$ cat config.mk
export PLATFORM = sky130hd
export DESIGN_NAME = marquee_scroll_controller_top
export DESIGN_NICKNAME = d
export VERILOG_FILES = /design/src/rtl/core/mscr_pkg.sv /design/src/rtl/core/marquee_scroll_controller_top.sv /design/src/rtl/core/mscr_div.sv /design/src/rtl/core/mscr_dp.sv /design/src/rtl/core/mscr_ctrl.sv
export SDC_FILE = /design/constraint.sdc
export NUM_CORES = 2
export LEC_CHECK = 0
export ABC_CLOCK_PERIOD_IN_PS = 13500
export BUFFER_PORTS_ARGS = -buffer_cell sky130_fd_sc_hd__buf_2
export CAP_MARGIN = 20
export CELL_PAD_IN_SITES_DETAIL_PLACEMENT = 1
export CELL_PAD_IN_SITES_GLOBAL_PLACEMENT = 1
export CORE_MARGIN = 8
export CORE_UTILIZATION = 43
export CTS_CLUSTER_SIZE = 10
export DETAILED_ROUTE_END_ITERATION = 7
export PLACE_DENSITY = 0.78
export SLEW_MARGIN = 10
export SYNTH_ARGS = -nofsm -noshare
export SYNTH_HDL_FRONTEND = slang
export SYNTH_SLANG_ARGS = --single-unit
$ cat constraint.sdc
create_clock -name clk -period 13.5 [get_ports clk]
set_input_delay 2.025 -clock clk [delete_from_list [all_inputs] [get_ports clk]]
set_output_delay 2.025 -clock clk [all_outputs]
set_load 0.01 [all_outputs]
$ cat src/rtl/core/mscr_pkg.sv
// Package: widths, codes, item types and controller/datapath interface types.
package mscr_pkg;

  localparam int TIME_BITS  = 32;
  localparam int WIDTH_BITS = 16;

  localparam int TW_W      = 16;
  localparam int NOW_W     = 32;
  localparam int OFS_W     = 20;
  localparam int SPD_W     = 10;
  localparam int ESPD_W    = 16;
  localparam int AV_W      = 14;
  localparam int DIFF_W    = 18;
  localparam int WIN_W     = 12;
  localparam int PAD_W     = 8;
  localparam int THR_W     = 8;
  localparam int MS_W      = 16;
  localparam int DEN_W     = 20;
  localparam int CMP_W     = 22;
  localparam int NUM_W     = SPD_W + TW_W;
  localparam int DIV_Q     = 20;
  localparam int DIVD_W    = (TIME_BITS + ESPD_W > NUM_W + 8) ? TIME_BITS + ESPD_W : NUM_W + 8;
  localparam int LIMK_W    = OFS_W + 10;
  localparam int CNT_W     = $clog2(DIV_Q + 1);
  localparam int CFG_IDX_W = 3;
  localparam int CFG_DAT_W = 16;

  // ceil(2^38 / 1000): exact floor division by 1000 for dividends below 2^LIMK_W
  localparam int RCP_W  = 29;
  localparam int RCP_SH = 38;
  localparam int RCP_PW = LIMK_W + RCP_W;

  localparam logic [63:0]       WMAX        = (64'd1 << WIDTH_BITS) - 64'd1;
  localparam logic [63:0]       ELAPSED_CAP = 64'd1 << 40;
  localparam logic [OFS_W-1:0]  OFS_MAX     = '1;
  localparam logic [DEN_W-1:0]  MS_PER_SEC  = DEN_W'(1000);
  localparam logic [RCP_W-1:0]  RCP_MS      = RCP_W'(274877907);

  localparam logic [1:0] MODE_BOUNCE = 2'd0;
  localparam logic [1:0] MODE_LOOP   = 2'd1;
  localparam logic [1:0] MODE_OFF    = 2'd2;

  typedef enum logic [CFG_IDX_W-1:0] {
    CFG_ENABLE    = 3'd0,
    CFG_MODE      = 3'd1,
    CFG_SPEED     = 3'd2,
    CFG_DELAY     = 3'd3,
    CFG_PAUSE     = 3'd4,
    CFG_WINDOW    = 3'd5,
    CFG_PADDING   = 3'd6,
    CFG_THRESHOLD = 3'd7
  } cfg_idx_t;

  typedef enum logic [2:0] {
    PH_IDLE    = 3'd0,
    PH_DELAY   = 3'd1,
    PH_LEFT    = 3'd2,
    PH_PAUSE_R = 3'd3,
    PH_RIGHT   = 3'd4,
    PH_PAUSE_L = 3'd5
  } phase_t;

  typedef enum logic [3:0] {
    OP_NONE,
    OP_LOAD,
    OP_NL_A,
    OP_NL_B,
    OP_TR_A,
    OP_TR_B,
    OP_TR_C,
    OP_DIV_START,
    OP_FINISH
  } dp_op_t;

  typedef enum logic [3:0] {
    CS_IDLE,
    CS_DISPATCH,
    CS_NL_A,
    CS_NL_B,
    CS_TR_A,
    CS_TR_B,
    CS_TR_C,
    CS_CHECK,
    CS_DIV_START,
    CS_DIV_WAIT,
    CS_FINISH
  } ctrl_state_t;

  typedef struct packed {
    dp_op_t op;
  } dp_cmd_t;

  typedef struct packed {
    logic off;
    logic req;
    logic scroll_phase;
    logic need_div;
    logic div_done;
    logic out_free;
  } dp_status_t;

  typedef struct packed {
    logic             req_type;
    logic [TW_W-1:0]  text_width;
    logic [NOW_W-1:0] now_ms;
  } in_item_t;

  typedef struct packed {
    logic [OFS_W-1:0] scroll_offset;
    logic             need_redraw;
    logic [2:0]       scroll_phase;
  } out_item_t;

endpackage

$ cat src/rtl/core/marquee_scroll_controller_top.sv
// Top level: marquee scroll controller, controller plus datapath.
//
//   channel | direction | handshake              | payload
//   --------+-----------+------------------------+------------------------------------
//   in      | input     | in_valid / in_ready    | in_data (req_type, text_width, now_ms)
//   out     | output    | out_valid / out_ready  | out_data (scroll_offset, need_redraw,
//           |           |                        |           scroll_phase)
//   cfg     | input     | cfg_valid / cfg_ready  | cfg_index, cfg_data (always ready)
//
// One item at a time; in_ready is high only between items. An accepted item passes DISPATCH,
// then NL_A, NL_B and CHECK for new lines or TR_A, TR_B, TR_C and CHECK for scrolling frames
// (reciprocal multiply by 1/1000); off, idle, delay and pause items go straight on. New lines
// that need the speedup ratio add DIV_START and DIV_WAIT (20-step serial divider). FINISH
// writes the output register; a finished result holds in the controller while the output
// beat waits; input stalls then. Synchronous reset restores the register defaults and the idle phase.
module marquee_scroll_controller_top import mscr_pkg::*; (
  input  logic                 clk,
  input  logic                 rst,
  input  logic                 in_valid,
  output logic                 in_ready,
  input  in_item_t             in_data,
  output logic                 out_valid,
  input  logic                 out_ready,
  output out_item_t            out_data,
  input  logic                 cfg_valid,
  output logic                 cfg_ready,
  input  logic [CFG_IDX_W-1:0] cfg_index,
  input  logic [CFG_DAT_W-1:0] cfg_data
);

  dp_cmd_t    cmd;
  dp_status_t status;

  assign cfg_ready = 1'b1;

  mscr_ctrl u_ctrl (
    .clk      (clk),
    .rst      (rst),
    .in_valid (in_valid),
    .in_ready (in_ready),
    .status   (status),
    .cmd      (cmd)
  );

  mscr_dp u_dp (
    .clk       (clk),
    .rst       (rst),
    .cfg_valid (cfg_valid),
    .cfg_index (cfg_index),
    .cfg_data  (cfg_data),
    .in_data   (in_data),
    .cmd       (cmd),
    .status    (status),
    .out_ready (out_ready),
    .out_valid (out_valid),
    .out_data  (out_data)
  );

endmodule

$ cat src/rtl/core/mscr_div.sv
// Iterative restoring divider: one quotient bit per cycle, quotient below 2^DIV_Q.
module mscr_div import mscr_pkg::*; (
  input  logic              clk,
  input  logic              rst,
  input  logic              start,
  input  logic [DIVD_W-1:0] dividend,
  input  logic [DEN_W-1:0]  divisor,
  output logic              done,
  output logic [DIV_Q-1:0]  quot
);

  logic              running;
  logic [CNT_W-1:0]  cnt;
  logic [DEN_W-1:0]  rem;
  logic [DEN_W-1:0]  dsr;
  logic [DIV_Q-1:0]  qr;
  logic [DEN_W:0]    trial;
  logic              fits;
  logic [DEN_W-1:0]  rem_next;

  assign trial    = {rem, qr[DIV_Q-1]};
  assign fits     = trial >= {1'b0, dsr};
  assign rem_next = fits ? DEN_W'(trial - {1'b0, dsr}) : DEN_W'(trial);
  assign quot     = qr;

  always_ff @(posedge clk) begin
    if (rst) begin
      running <= 1'b0;
      done    <= 1'b0;
      cnt     <= '0;
    end else begin
      done <= 1'b0;
      if (start) begin
        running <= 1'b1;
        cnt     <= CNT_W'(DIV_Q);
      end else if (running) begin
        cnt <= cnt - CNT_W'(1);
        if (cnt == CNT_W'(1)) begin
          running <= 1'b0;
          done    <= 1'b1;
        end
      end
    end
  end

  // upper dividend bits stay below the divisor, so they seed the remainder
  always_ff @(posedge clk) begin
    if (start) begin
      rem <= DEN_W'(dividend >> DIV_Q);
      qr  <= dividend[DIV_Q-1:0];
      dsr <= divisor;
    end else if (running) begin
      rem <= rem_next;
      qr  <= {qr[DIV_Q-2:0], fits};
    end
  end

endmodule

$ cat src/rtl/core/mscr_dp.sv
// Datapath: configuration registers, scroll state, arithmetic and result register.
module mscr_dp import mscr_pkg::*; (
  input  logic                 clk,
  input  logic                 rst,
  input  logic                 cfg_valid,
  input  logic [CFG_IDX_W-1:0] cfg_index,
  input  logic [CFG_DAT_W-1:0] cfg_data,
  input  in_item_t             in_data,
  input  dp_cmd_t              cmd,
  output dp_status_t           status,
  input  logic                 out_ready,
  output logic                 out_valid,
  output out_item_t            out_data
);

  // configuration
  logic              en;
  logic [1:0]        mode;
  logic [SPD_W-1:0]  spd;
  logic [MS_W-1:0]   delay_ms;
  logic [MS_W-1:0]   pause_ms;
  logic [WIN_W-1:0]  win;
  logic [PAD_W-1:0]  pad;
  logic [THR_W-1:0]  thr;

  // item
  logic                 req_r;
  logic [TW_W-1:0]      w_r;
  logic [TIME_BITS-1:0] now_r;

  // scroll state
  phase_t                phase;
  logic [TIME_BITS-1:0]  phase_start;
  logic [WIDTH_BITS-1:0] max_offset;
  logic [OFS_W-1:0]      cur;
  logic [ESPD_W-1:0]     eff;

  // scratch
  logic signed [AV_W-1:0] avail_r;
  logic [DEN_W-1:0]       den_r;
  logic [TIME_BITS-1:0]   elapsed_r;
  logic [LIMK_W-1:0]      limk_r;
  logic [DIVD_W-1:0]      prod_r;
  logic                   f_cap;
  logic                   f_div;
  logic                   need_div;
  logic [OFS_W-1:0]       d_r;

  logic             div_done;
  logic [DIV_Q-1:0] div_q;
  logic [DEN_W-1:0] div_dsr;

  logic signed [AV_W-1:0]  avail_c;
  logic                    avail_pos_c;
  logic                    avail_pos_r;
  logic [WIDTH_BITS+3:0]   lim_full;
  logic [OFS_W-1:0]        limit;
  logic [CMP_W-1:0]        w16;
  logic [CMP_W-1:0]        den3;
  logic                    gt;
  logic                    ge3;
  logic                    big;
  logic                    sat;
  logic [TIME_BITS-1:0]    elapsed_c;
  logic [OFS_W-1:0]        d_c;
  logic [RCP_PW-1:0]       rcp_prod;
  logic [OFS_W-1:0]        rcp_q;

  // finish values
  logic signed [DIFF_W-1:0] ws;
  logic signed [DIFF_W-1:0] as;
  logic [DIFF_W-1:0]        diff_u;
  logic                     line_scrolls;
  logic [ESPD_W-1:0]        spd16;
  logic [ESPD_W-1:0]        spd48;
  logic                     off_c;
  logic                     bounce;
  phase_t                   ph_next;
  logic [TIME_BITS-1:0]     ps_next;
  logic [WIDTH_BITS-1:0]    mo_next;
  logic [OFS_W-1:0]         cur_next;
  logic [ESPD_W-1:0]        eff_next;
  logic                     redraw;

  assign avail_c     = $signed({2'b00, win}) - $signed({5'b00000, pad, 1'b0});
  assign avail_pos_c = !avail_c[AV_W-1] && (avail_c != '0);
  assign avail_pos_r = !avail_r[AV_W-1] && (avail_r != '0);

  assign lim_full = {max_offset, 4'b0000};
  assign limit    = (64'(lim_full) > 64'(OFS_MAX)) ? OFS_MAX : OFS_W'(lim_full);

  assign w16  = CMP_W'({w_r, 4'b0000});
  assign den3 = CMP_W'({den_r, 1'b0}) + CMP_W'(den_r);
  assign gt   = w16 > CMP_W'(den_r);
  assign ge3  = w16 >= den3;

  assign big = (TIME_BITS > 40) && (64'(elapsed_r) > ELAPSED_CAP) && (eff != '0);
  assign sat = big || (prod_r >= DIVD_W'(limk_r));

  // short of the end of travel the product stays below limit * 1000, so 30 bits
  assign rcp_prod = RCP_PW'(prod_r[LIMK_W-1:0]) * RCP_PW'(RCP_MS);
  assign rcp_q    = rcp_prod[RCP_SH+OFS_W-1:RCP_SH];

  assign elapsed_c = now_r - phase_start;
  assign d_c       = need_div ? OFS_W'(div_q) : d_r;

  assign off_c  = !en || (mode == MODE_OFF);
  assign bounce = mode != MODE_LOOP;

  assign div_dsr = den_r;

  assign status.off          = off_c;
  assign status.req          = req_r;
  assign status.scroll_phase = (phase == PH_LEFT) || (phase == PH_RIGHT);
  assign status.need_div     = need_div;
  assign status.div_done     = div_done;
  assign status.out_free     = !out_valid || out_ready;

  mscr_div u_div (
    .clk      (clk),
    .rst      (rst),
    .start    (cmd.op == OP_DIV_START),
    .dividend (prod_r),
    .divisor  (div_dsr),
    .done     (div_done),
    .quot     (div_q)
  );

  always_ff @(posedge clk) begin
    if (rst) begin
      en       <= 1'b1;
      mode     <= MODE_BOUNCE;
      spd      <= SPD_W'(30);
      delay_ms <= MS_W'(1000);
      pause_ms <= MS_W'(1000);
      win      <= WIN_W'(400);
      pad      <= PAD_W'(10);
      thr      <= THR_W'(24);
    end else if (cfg_valid) begin
      case (cfg_idx_t'(cfg_index))
        CFG_ENABLE:    en       <= cfg_data[0];
        CFG_MODE:      mode     <= cfg_data[1:0];
        CFG_SPEED:     spd      <= cfg_data[SPD_W-1:0];
        CFG_DELAY:     delay_ms <= cfg_data[MS_W-1:0];
        CFG_PAUSE:     pause_ms <= cfg_data[MS_W-1:0];
        CFG_WINDOW:    win      <= cfg_data[WIN_W-1:0];
        CFG_PADDING:   pad      <= cfg_data[PAD_W-1:0];
        CFG_THRESHOLD: thr      <= cfg_data[THR_W-1:0];
        default: ;
      endcase
    end
  end

  // work registers, sequenced by the controller
  always_ff @(posedge clk) begin
    case (cmd.op)
      OP_LOAD: begin
        req_r <= in_data.req_type;
        w_r   <= in_data.text_width;
        now_r <= TIME_BITS'(in_data.now_ms);
      end
      OP_NL_A: begin
        avail_r <= avail_c;
        den_r   <= avail_pos_c ? DEN_W'(avail_c[WIN_W-1:0]) * DEN_W'(thr) : '0;
      end
      OP_NL_B: begin
        f_cap    <= !avail_pos_r || (gt && ge3);
        f_div    <= avail_pos_r && gt && !ge3;
        need_div <= avail_pos_r && gt && !ge3;
        prod_r   <= DIVD_W'({NUM_W'(spd) * NUM_W'(w_r), 8'h00});
      end
      OP_TR_A: begin
        elapsed_r <= elapsed_c;
        limk_r    <= LIMK_W'(limit) * LIMK_W'(MS_PER_SEC);
      end
      OP_TR_B: begin
        prod_r <= DIVD_W'(elapsed_r) * DIVD_W'(eff);
      end
      OP_TR_C: begin
        d_r      <= sat ? limit : rcp_q;
        need_div <= 1'b0;
      end
      default: ;
    endcase
  end

  always_comb begin
    ws           = $signed({2'b00, w_r});
    as           = DIFF_W'(avail_r);
    diff_u       = DIFF_W'(ws - as);
    line_scrolls = ws > (as + DIFF_W'(1));
    spd16        = ESPD_W'({spd, 4'b0000});
    spd48        = ESPD_W'({spd, 5'b00000}) + ESPD_W'({spd, 4'b0000});

    ph_next  = phase;
    ps_next  = phase_start;
    mo_next  = max_offset;
    cur_next = cur;
    eff_next = eff;
    redraw   = 1'b0;

    if (off_c) begin
      if (phase != PH_IDLE) begin
        ph_next  = PH_IDLE;
        cur_next = '0;
        redraw   = 1'b1;
      end
    end else if (req_r) begin
      cur_next = '0;
      ps_next  = now_r;
      redraw   = 1'b1;
      if (line_scrolls) begin
        mo_next = (64'(diff_u) > WMAX) ? WIDTH_BITS'(WMAX) : WIDTH_BITS'(diff_u);
        ph_next = PH_DELAY;
      end else begin
        mo_next = '0;
        ph_next = PH_IDLE;
      end
      if (f_cap) begin
        eff_next = spd48;
      end else if (f_div) begin
        eff_next = ESPD_W'(div_q);
      end else begin
        eff_next = spd16;
      end
    end else begin
      case (phase)
        PH_DELAY: begin
          if (elapsed_c >= TIME_BITS'(delay_ms)) begin
            ph_next  = PH_LEFT;
            ps_next  = now_r;
            cur_next = '0;
          end
        end
        PH_LEFT: begin
          cur_next = d_c;
          redraw   = 1'b1;
          if (d_c >= limit) begin
            ps_next = now_r;
            if (bounce) begin
              ph_next  = PH_PAUSE_R;
              cur_next = limit;
            end else begin
              ph_next  = PH_DELAY;
              cur_next = '0;
            end
          end
        end
        PH_PAUSE_R: begin
          cur_next = limit;
          if (elapsed_c >= TIME_BITS'(pause_ms)) begin
            ph_next = PH_RIGHT;
            ps_next = now_r;
          end
        end
        PH_RIGHT: begin
          cur_next = limit - d_c;
          redraw   = 1'b1;
          if (limit == d_c) begin
            ph_next = PH_PAUSE_L;
            ps_next = now_r;
          end
        end
        PH_PAUSE_L: begin
          if (elapsed_c >= TIME_BITS'(pause_ms)) begin
            ph_next = PH_DELAY;
            ps_next = now_r;
          end
        end
        PH_IDLE: ;
        default: begin
          ph_next  = PH_IDLE;
          cur_next = '0;
        end
      endcase
    end
  end

  always_ff @(posedge clk) begin
    if (rst) begin
      phase       <= PH_IDLE;
      phase_start <= '0;
      max_offset  <= '0;
      cur         <= '0;
      eff         <= '0;
    end else if (cmd.op == OP_FINISH) begin
      phase       <= ph_next;
      phase_start <= ps_next;
      max_offset  <= mo_next;
      cur         <= cur_next;
      eff         <= eff_next;
    end
  end

  // result beat holds until taken
  always_ff @(posedge clk) begin
    if (rst) begin
      out_valid <= 1'b0;
    end else if (cmd.op == OP_FINISH) begin
      out_valid <= 1'b1;
    end else if (out_ready) begin
      out_valid <= 1'b0;
    end
  end

  always_ff @(posedge clk) begin
    if (cmd.op == OP_FINISH) begin
      out_data.scroll_offset <= cur_next;
      out_data.need_redraw   <= redraw;
      out_data.scroll_phase  <= ph_next;
    end
  end

endmodule

$ cat src/rtl/core/mscr_ctrl.sv
// Controller: sequences one item through the datapath and hands off the result.
module mscr_ctrl import mscr_pkg::*; (
  input  logic       clk,
  input  logic       rst,
  input  logic       in_valid,
  output logic       in_ready,
  input  dp_status_t status,
  output dp_cmd_t    cmd
);

  ctrl_state_t state;
  ctrl_state_t state_next;

  always_ff @(posedge clk) begin
    if (rst) begin
      state <= CS_IDLE;
    end else begin
      state <= state_next;
    end
  end

  always_comb begin
    state_next = state;
    cmd.op     = OP_NONE;
    in_ready   = 1'b0;
    case (state)
      CS_IDLE: begin
        in_ready = 1'b1;
        if (in_valid) begin
          cmd.op     = OP_LOAD;
          state_next = CS_DISPATCH;
        end
      end
      CS_DISPATCH: begin
        if (status.off) begin
          state_next = CS_FINISH;
        end else if (status.req) begin
          state_next = CS_NL_A;
        end else if (status.scroll_phase) begin
          state_next = CS_TR_A;
        end else begin
          state_next = CS_FINISH;
        end
      end
      CS_NL_A: begin
        cmd.op     = OP_NL_A;
        state_next = CS_NL_B;
      end
      CS_NL_B: begin
        cmd.op     = OP_NL_B;
        state_next = CS_CHECK;
      end
      CS_TR_A: begin
        cmd.op     = OP_TR_A;
        state_next = CS_TR_B;
      end
      CS_TR_B: begin
        cmd.op     = OP_TR_B;
        state_next = CS_TR_C;
      end
      CS_TR_C: begin
        cmd.op     = OP_TR_C;
        state_next = CS_CHECK;
      end
      CS_CHECK: begin
        state_next = status.need_div ? CS_DIV_START : CS_FINISH;
      end
      CS_DIV_START: begin
        cmd.op     = OP_DIV_START;
        state_next = CS_DIV_WAIT;
      end
      CS_DIV_WAIT: begin
        if (status.div_done) begin
          state_next = CS_FINISH;
        end
      end
      CS_FINISH: begin
        // hold while the previous result beat is still waiting
        if (status.out_free) begin
          cmd.op     = OP_FINISH;
          state_next = CS_IDLE;
        end
      end
      default: begin
        state_next = CS_IDLE;
      end
    endcase
  end

endmodule

==> flow_metrics.env <==
export IMPL_asyncSetResetFlopFracSynth_pct=0
export IMPL_fp_row_count=143
export IMPL_result_of_the_run="finished, final reports clean"
export IMPL_dieArea_sq_um=165000
export IMPL_synthDominantAreaCellType="fa_1"
export IMPL_fmaxAchievable_ghz=0.113
export IMPL_cap_viol_max_count=0
export IMPL_finalCritPeriodShare_pct=65.7
export IMPL_drt_vias_per_instance=5.49
export IMPL_synth_most_common_cell="inv_1"
export IMPL_timing_final_hold_violations=0
export IMPL_netlist_area_leader_share_pct=28.2
export IMPL_report_final_setup_viol=0
export IMPL_buffer_ports_inserted=98
export IMPL_post_cts_buffers=0
export IMPL_drt_pass_1_iters=7
export IMPL_tritoncts_clock_tree="built"
export IMPL_synth_edff_count=292
export IMPL_clock_tree_skew_after_final_layout_ps=20.7
export IMPL_clkSlewWorstSetupHoldPaths_ps=60
export IMPL_worstSetupPathType="flop to flop"
export IMPL_cts_sinks=464
export IMPL_synth_area_top_cells="fa_1 (28%), ha_1 (17%), edfxtp_1 (13%)"
export IMPL_max_clock_path_buffers=3
export IMPL_globalRoute_totalOverflow=0
export IMPL_postSynthCellCount=7019
export IMPL_yosysUniqueCellTypes=95
export IMPL_crit_path_end_kind="flop"
export IMPL_core_sq_um=152000
export IMPL_hold_wc_path_type="flop to flop"
export IMPL_drc=0
export IMPL_grt_max_degree=122
export IMPL_clock_insertion_delay_worst_skew_ps=640
export IMPL_timing_critical_path_fanout_max=13
export IMPL_place_gp_congestion=0.910
export IMPL_global_route_usage_total_pct=24.2
export IMPL_drive_gt1_share_pct=4.21
export IMPL_setup_tns_final_ps=0
export IMPL_crit_path_start_kind="flop"
export IMPL_die_width_microns=406
export IMPL_cts_hold_buffers_added=0
export IMPL_root_buffer="clkbuf_16"
export IMPL_n_antenna_cell=0
export IMPL_dp_final_hpwl_microns=159000
export IMPL_minimum_period_implied_by_the_final_worst_setup_slack_ps=8870
export IMPL_yosysSeqAreaShare_pct=18.6
export IMPL_yosysWarningCount=0
export IMPL_global_route_wire_length_before_repair_microns=316000
export IMPL_first_global_vias=56264
export IMPL_initial_core_util_pct=43.2
export IMPL_average_instance_area_after_synthesis_sq_um=9.34
export IMPL_synthesis_nets=8895
export IMPL_cp_arrival_ps=9260
export IMPL_initial_antenna_violation_count=8
export IMPL_routed_wl_microns=200000
export IMPL_wl_per_cell_microns=22.0
export IMPL_post_cts_resized=0
export IMPL_initialDrtViolationCount=3033
export IMPL_yosys_top_cells_count="inv_1 (1,439), fa_1 (924), ha_1 (879)"
export IMPL_critPathRequiredTime_ps=13890
export IMPL_area_growth_pct=6.74
export IMPL_design_final_nets=8892
export IMPL_maxSlewViolCount=0
export IMPL_antenna_violating_nets_post_route=0
export IMPL_worst_slew_margin_rel_pct=23.4
export IMPL_synth_seq_cells=464
export IMPL_setup_repair_after_global_routing_missed_its_margin="no"
export IMPL_die_h_microns=406
export IMPL_ioPinCount=100
export IMPL_clock_buffer_count_from_cts=56
export IMPL_syn_cell_area_sq_um=65600
export IMPL_num_vias=49887
export IMPL_actual_slew_at_the_worst_max_slew_pin_ps=1120
export IMPL_dominantRegCellSynth="edfxtp_1"
export IMPL_clock_tree_htree_level_count=2
[layer usage]
metal | global-route usage [%] | vias up | wire (microns)
met4 | 8.81 | 0 | 8170
li1 | - | 22501 | -
met5 | 0 | - | 0
met2 | 42.9 | 1192 | 98900
met1 | 30.6 | 25821 | 83600
met3 | 2.60 | 373 | 9090
[placed cells by master, fill, tap and decap left out, drive strengths merged, types with 126 or more instances in the layout]
cell    instances
ha            879
a21o          126
inv          1442
fa            924
xnor2         142
nor2          338
and2          276
edfxtp        292
dfxtp         172
buf           164
nand2         785
o21ai         186
a21oi         322
[cell families after synthesis]
group / count (synthesis) / synth area share (%)
compound gates: 989 / 9.82
buf+inv: 1667 / 9.66
mux: 83 / 1.27
other cells: 1 / 0.00572
xor+xnor: 219 / 2.93
flops: 464 / 18.6
simple gates: 1793 / 12.7
fa+ha+maj: 1803 / 45.0
[through the flow]
stage          setup slack (ps)  cell area [sq um]  util (%)  std cells  hold WS, ps
6_report                   4630              70000      46.1       9091          457
3_5_place_dp               4600              68200      44.9       8983          451
2_1_floorplan              5930              65600         -       7019          436
4_1_cts                    4410              69900      46.1       9086          458
5_1_grt                    4160              70000      46.1       9091          469
3_3_place_gp               4780              68200      44.9       8982          442
[flip-flops by register name, summed over array words and instances (netlist names), 5 cells and up]
| name | flops |
|---|---|
| u_dp.max_offset | 16 |
| u_dp.out_data | 24 |
| u_dp.w_r | 16 |
| u_dp.thr | 8 |
| u_dp.phase_start | 32 |
| u_dp.spd | 10 |
| u_dp.now_r | 32 |
| u_dp.d_r | 20 |
| u_dp.cur | 20 |
| u_dp.win | 12 |
| u_dp.prod_r | 48 |
| u_dp.limk_r | 23 |
| u_dp.u_div.dsr | 20 |
| u_dp.den_r | 20 |
| u_dp.avail_r | 13 |
| u_dp.eff | 16 |
| u_dp.pad | 8 |
| u_dp.pause_ms | 16 |
| u_dp.u_div.rem | 20 |
| u_dp.delay_ms | 16 |
| u_dp.elapsed_r | 32 |
| u_dp.u_div.cnt | 5 |
| u_dp.u_div.quot | 20 |
[critical path, stage by stage (launching register included)]
cell and delay, ps:
edfxtp_1 840, ha_1 380, fa_1 460, fa_1 550, inv_1 60, fa_1 530
inv_1 60, fa_1 540, fa_1 450, fa_1 570, inv_1 60, fa_1 490
inv_1 50, ha_1 290, nor2b_1 130, o21ai_0 140, a21oi_1 80, a21oi_1 310
and3_1 260, o31ai_2 170, a31o_2 330, a2111oi_0 990, nor3_1 200, o31ai_1 350
nand3_1 130, a31o_1 210
[final cells by class]
cell class                      count  area [sq um]
Clock buffer                       97          1680
Clock inverter                      6          51.3
Fill cell                       17647         81700
Inverter                         1441          5410
Multi-Input combinational cell   4888         47100
Sequential cell                   464         12200
Tap cell                         2030          2540
Timing Repair Buffer              165          1020
[final timing paths]
path,from,end,slack (ps),depth (start not counted)
max,u_dp.prod_r[9],u_dp.d_r[16],4630,25
min,u_dp.delay_ms[2],u_dp.delay_ms[2],460,2
max reg2reg,u_dp.prod_r[9],u_dp.d_r[16],4630,25
min reg2reg,u_dp.delay_ms[2],u_dp.delay_ms[2],460,2
Power is left out: the tool's default activity adds up to more than one toggle a clock period on the data nets, which glitch-free logic cannot reach.
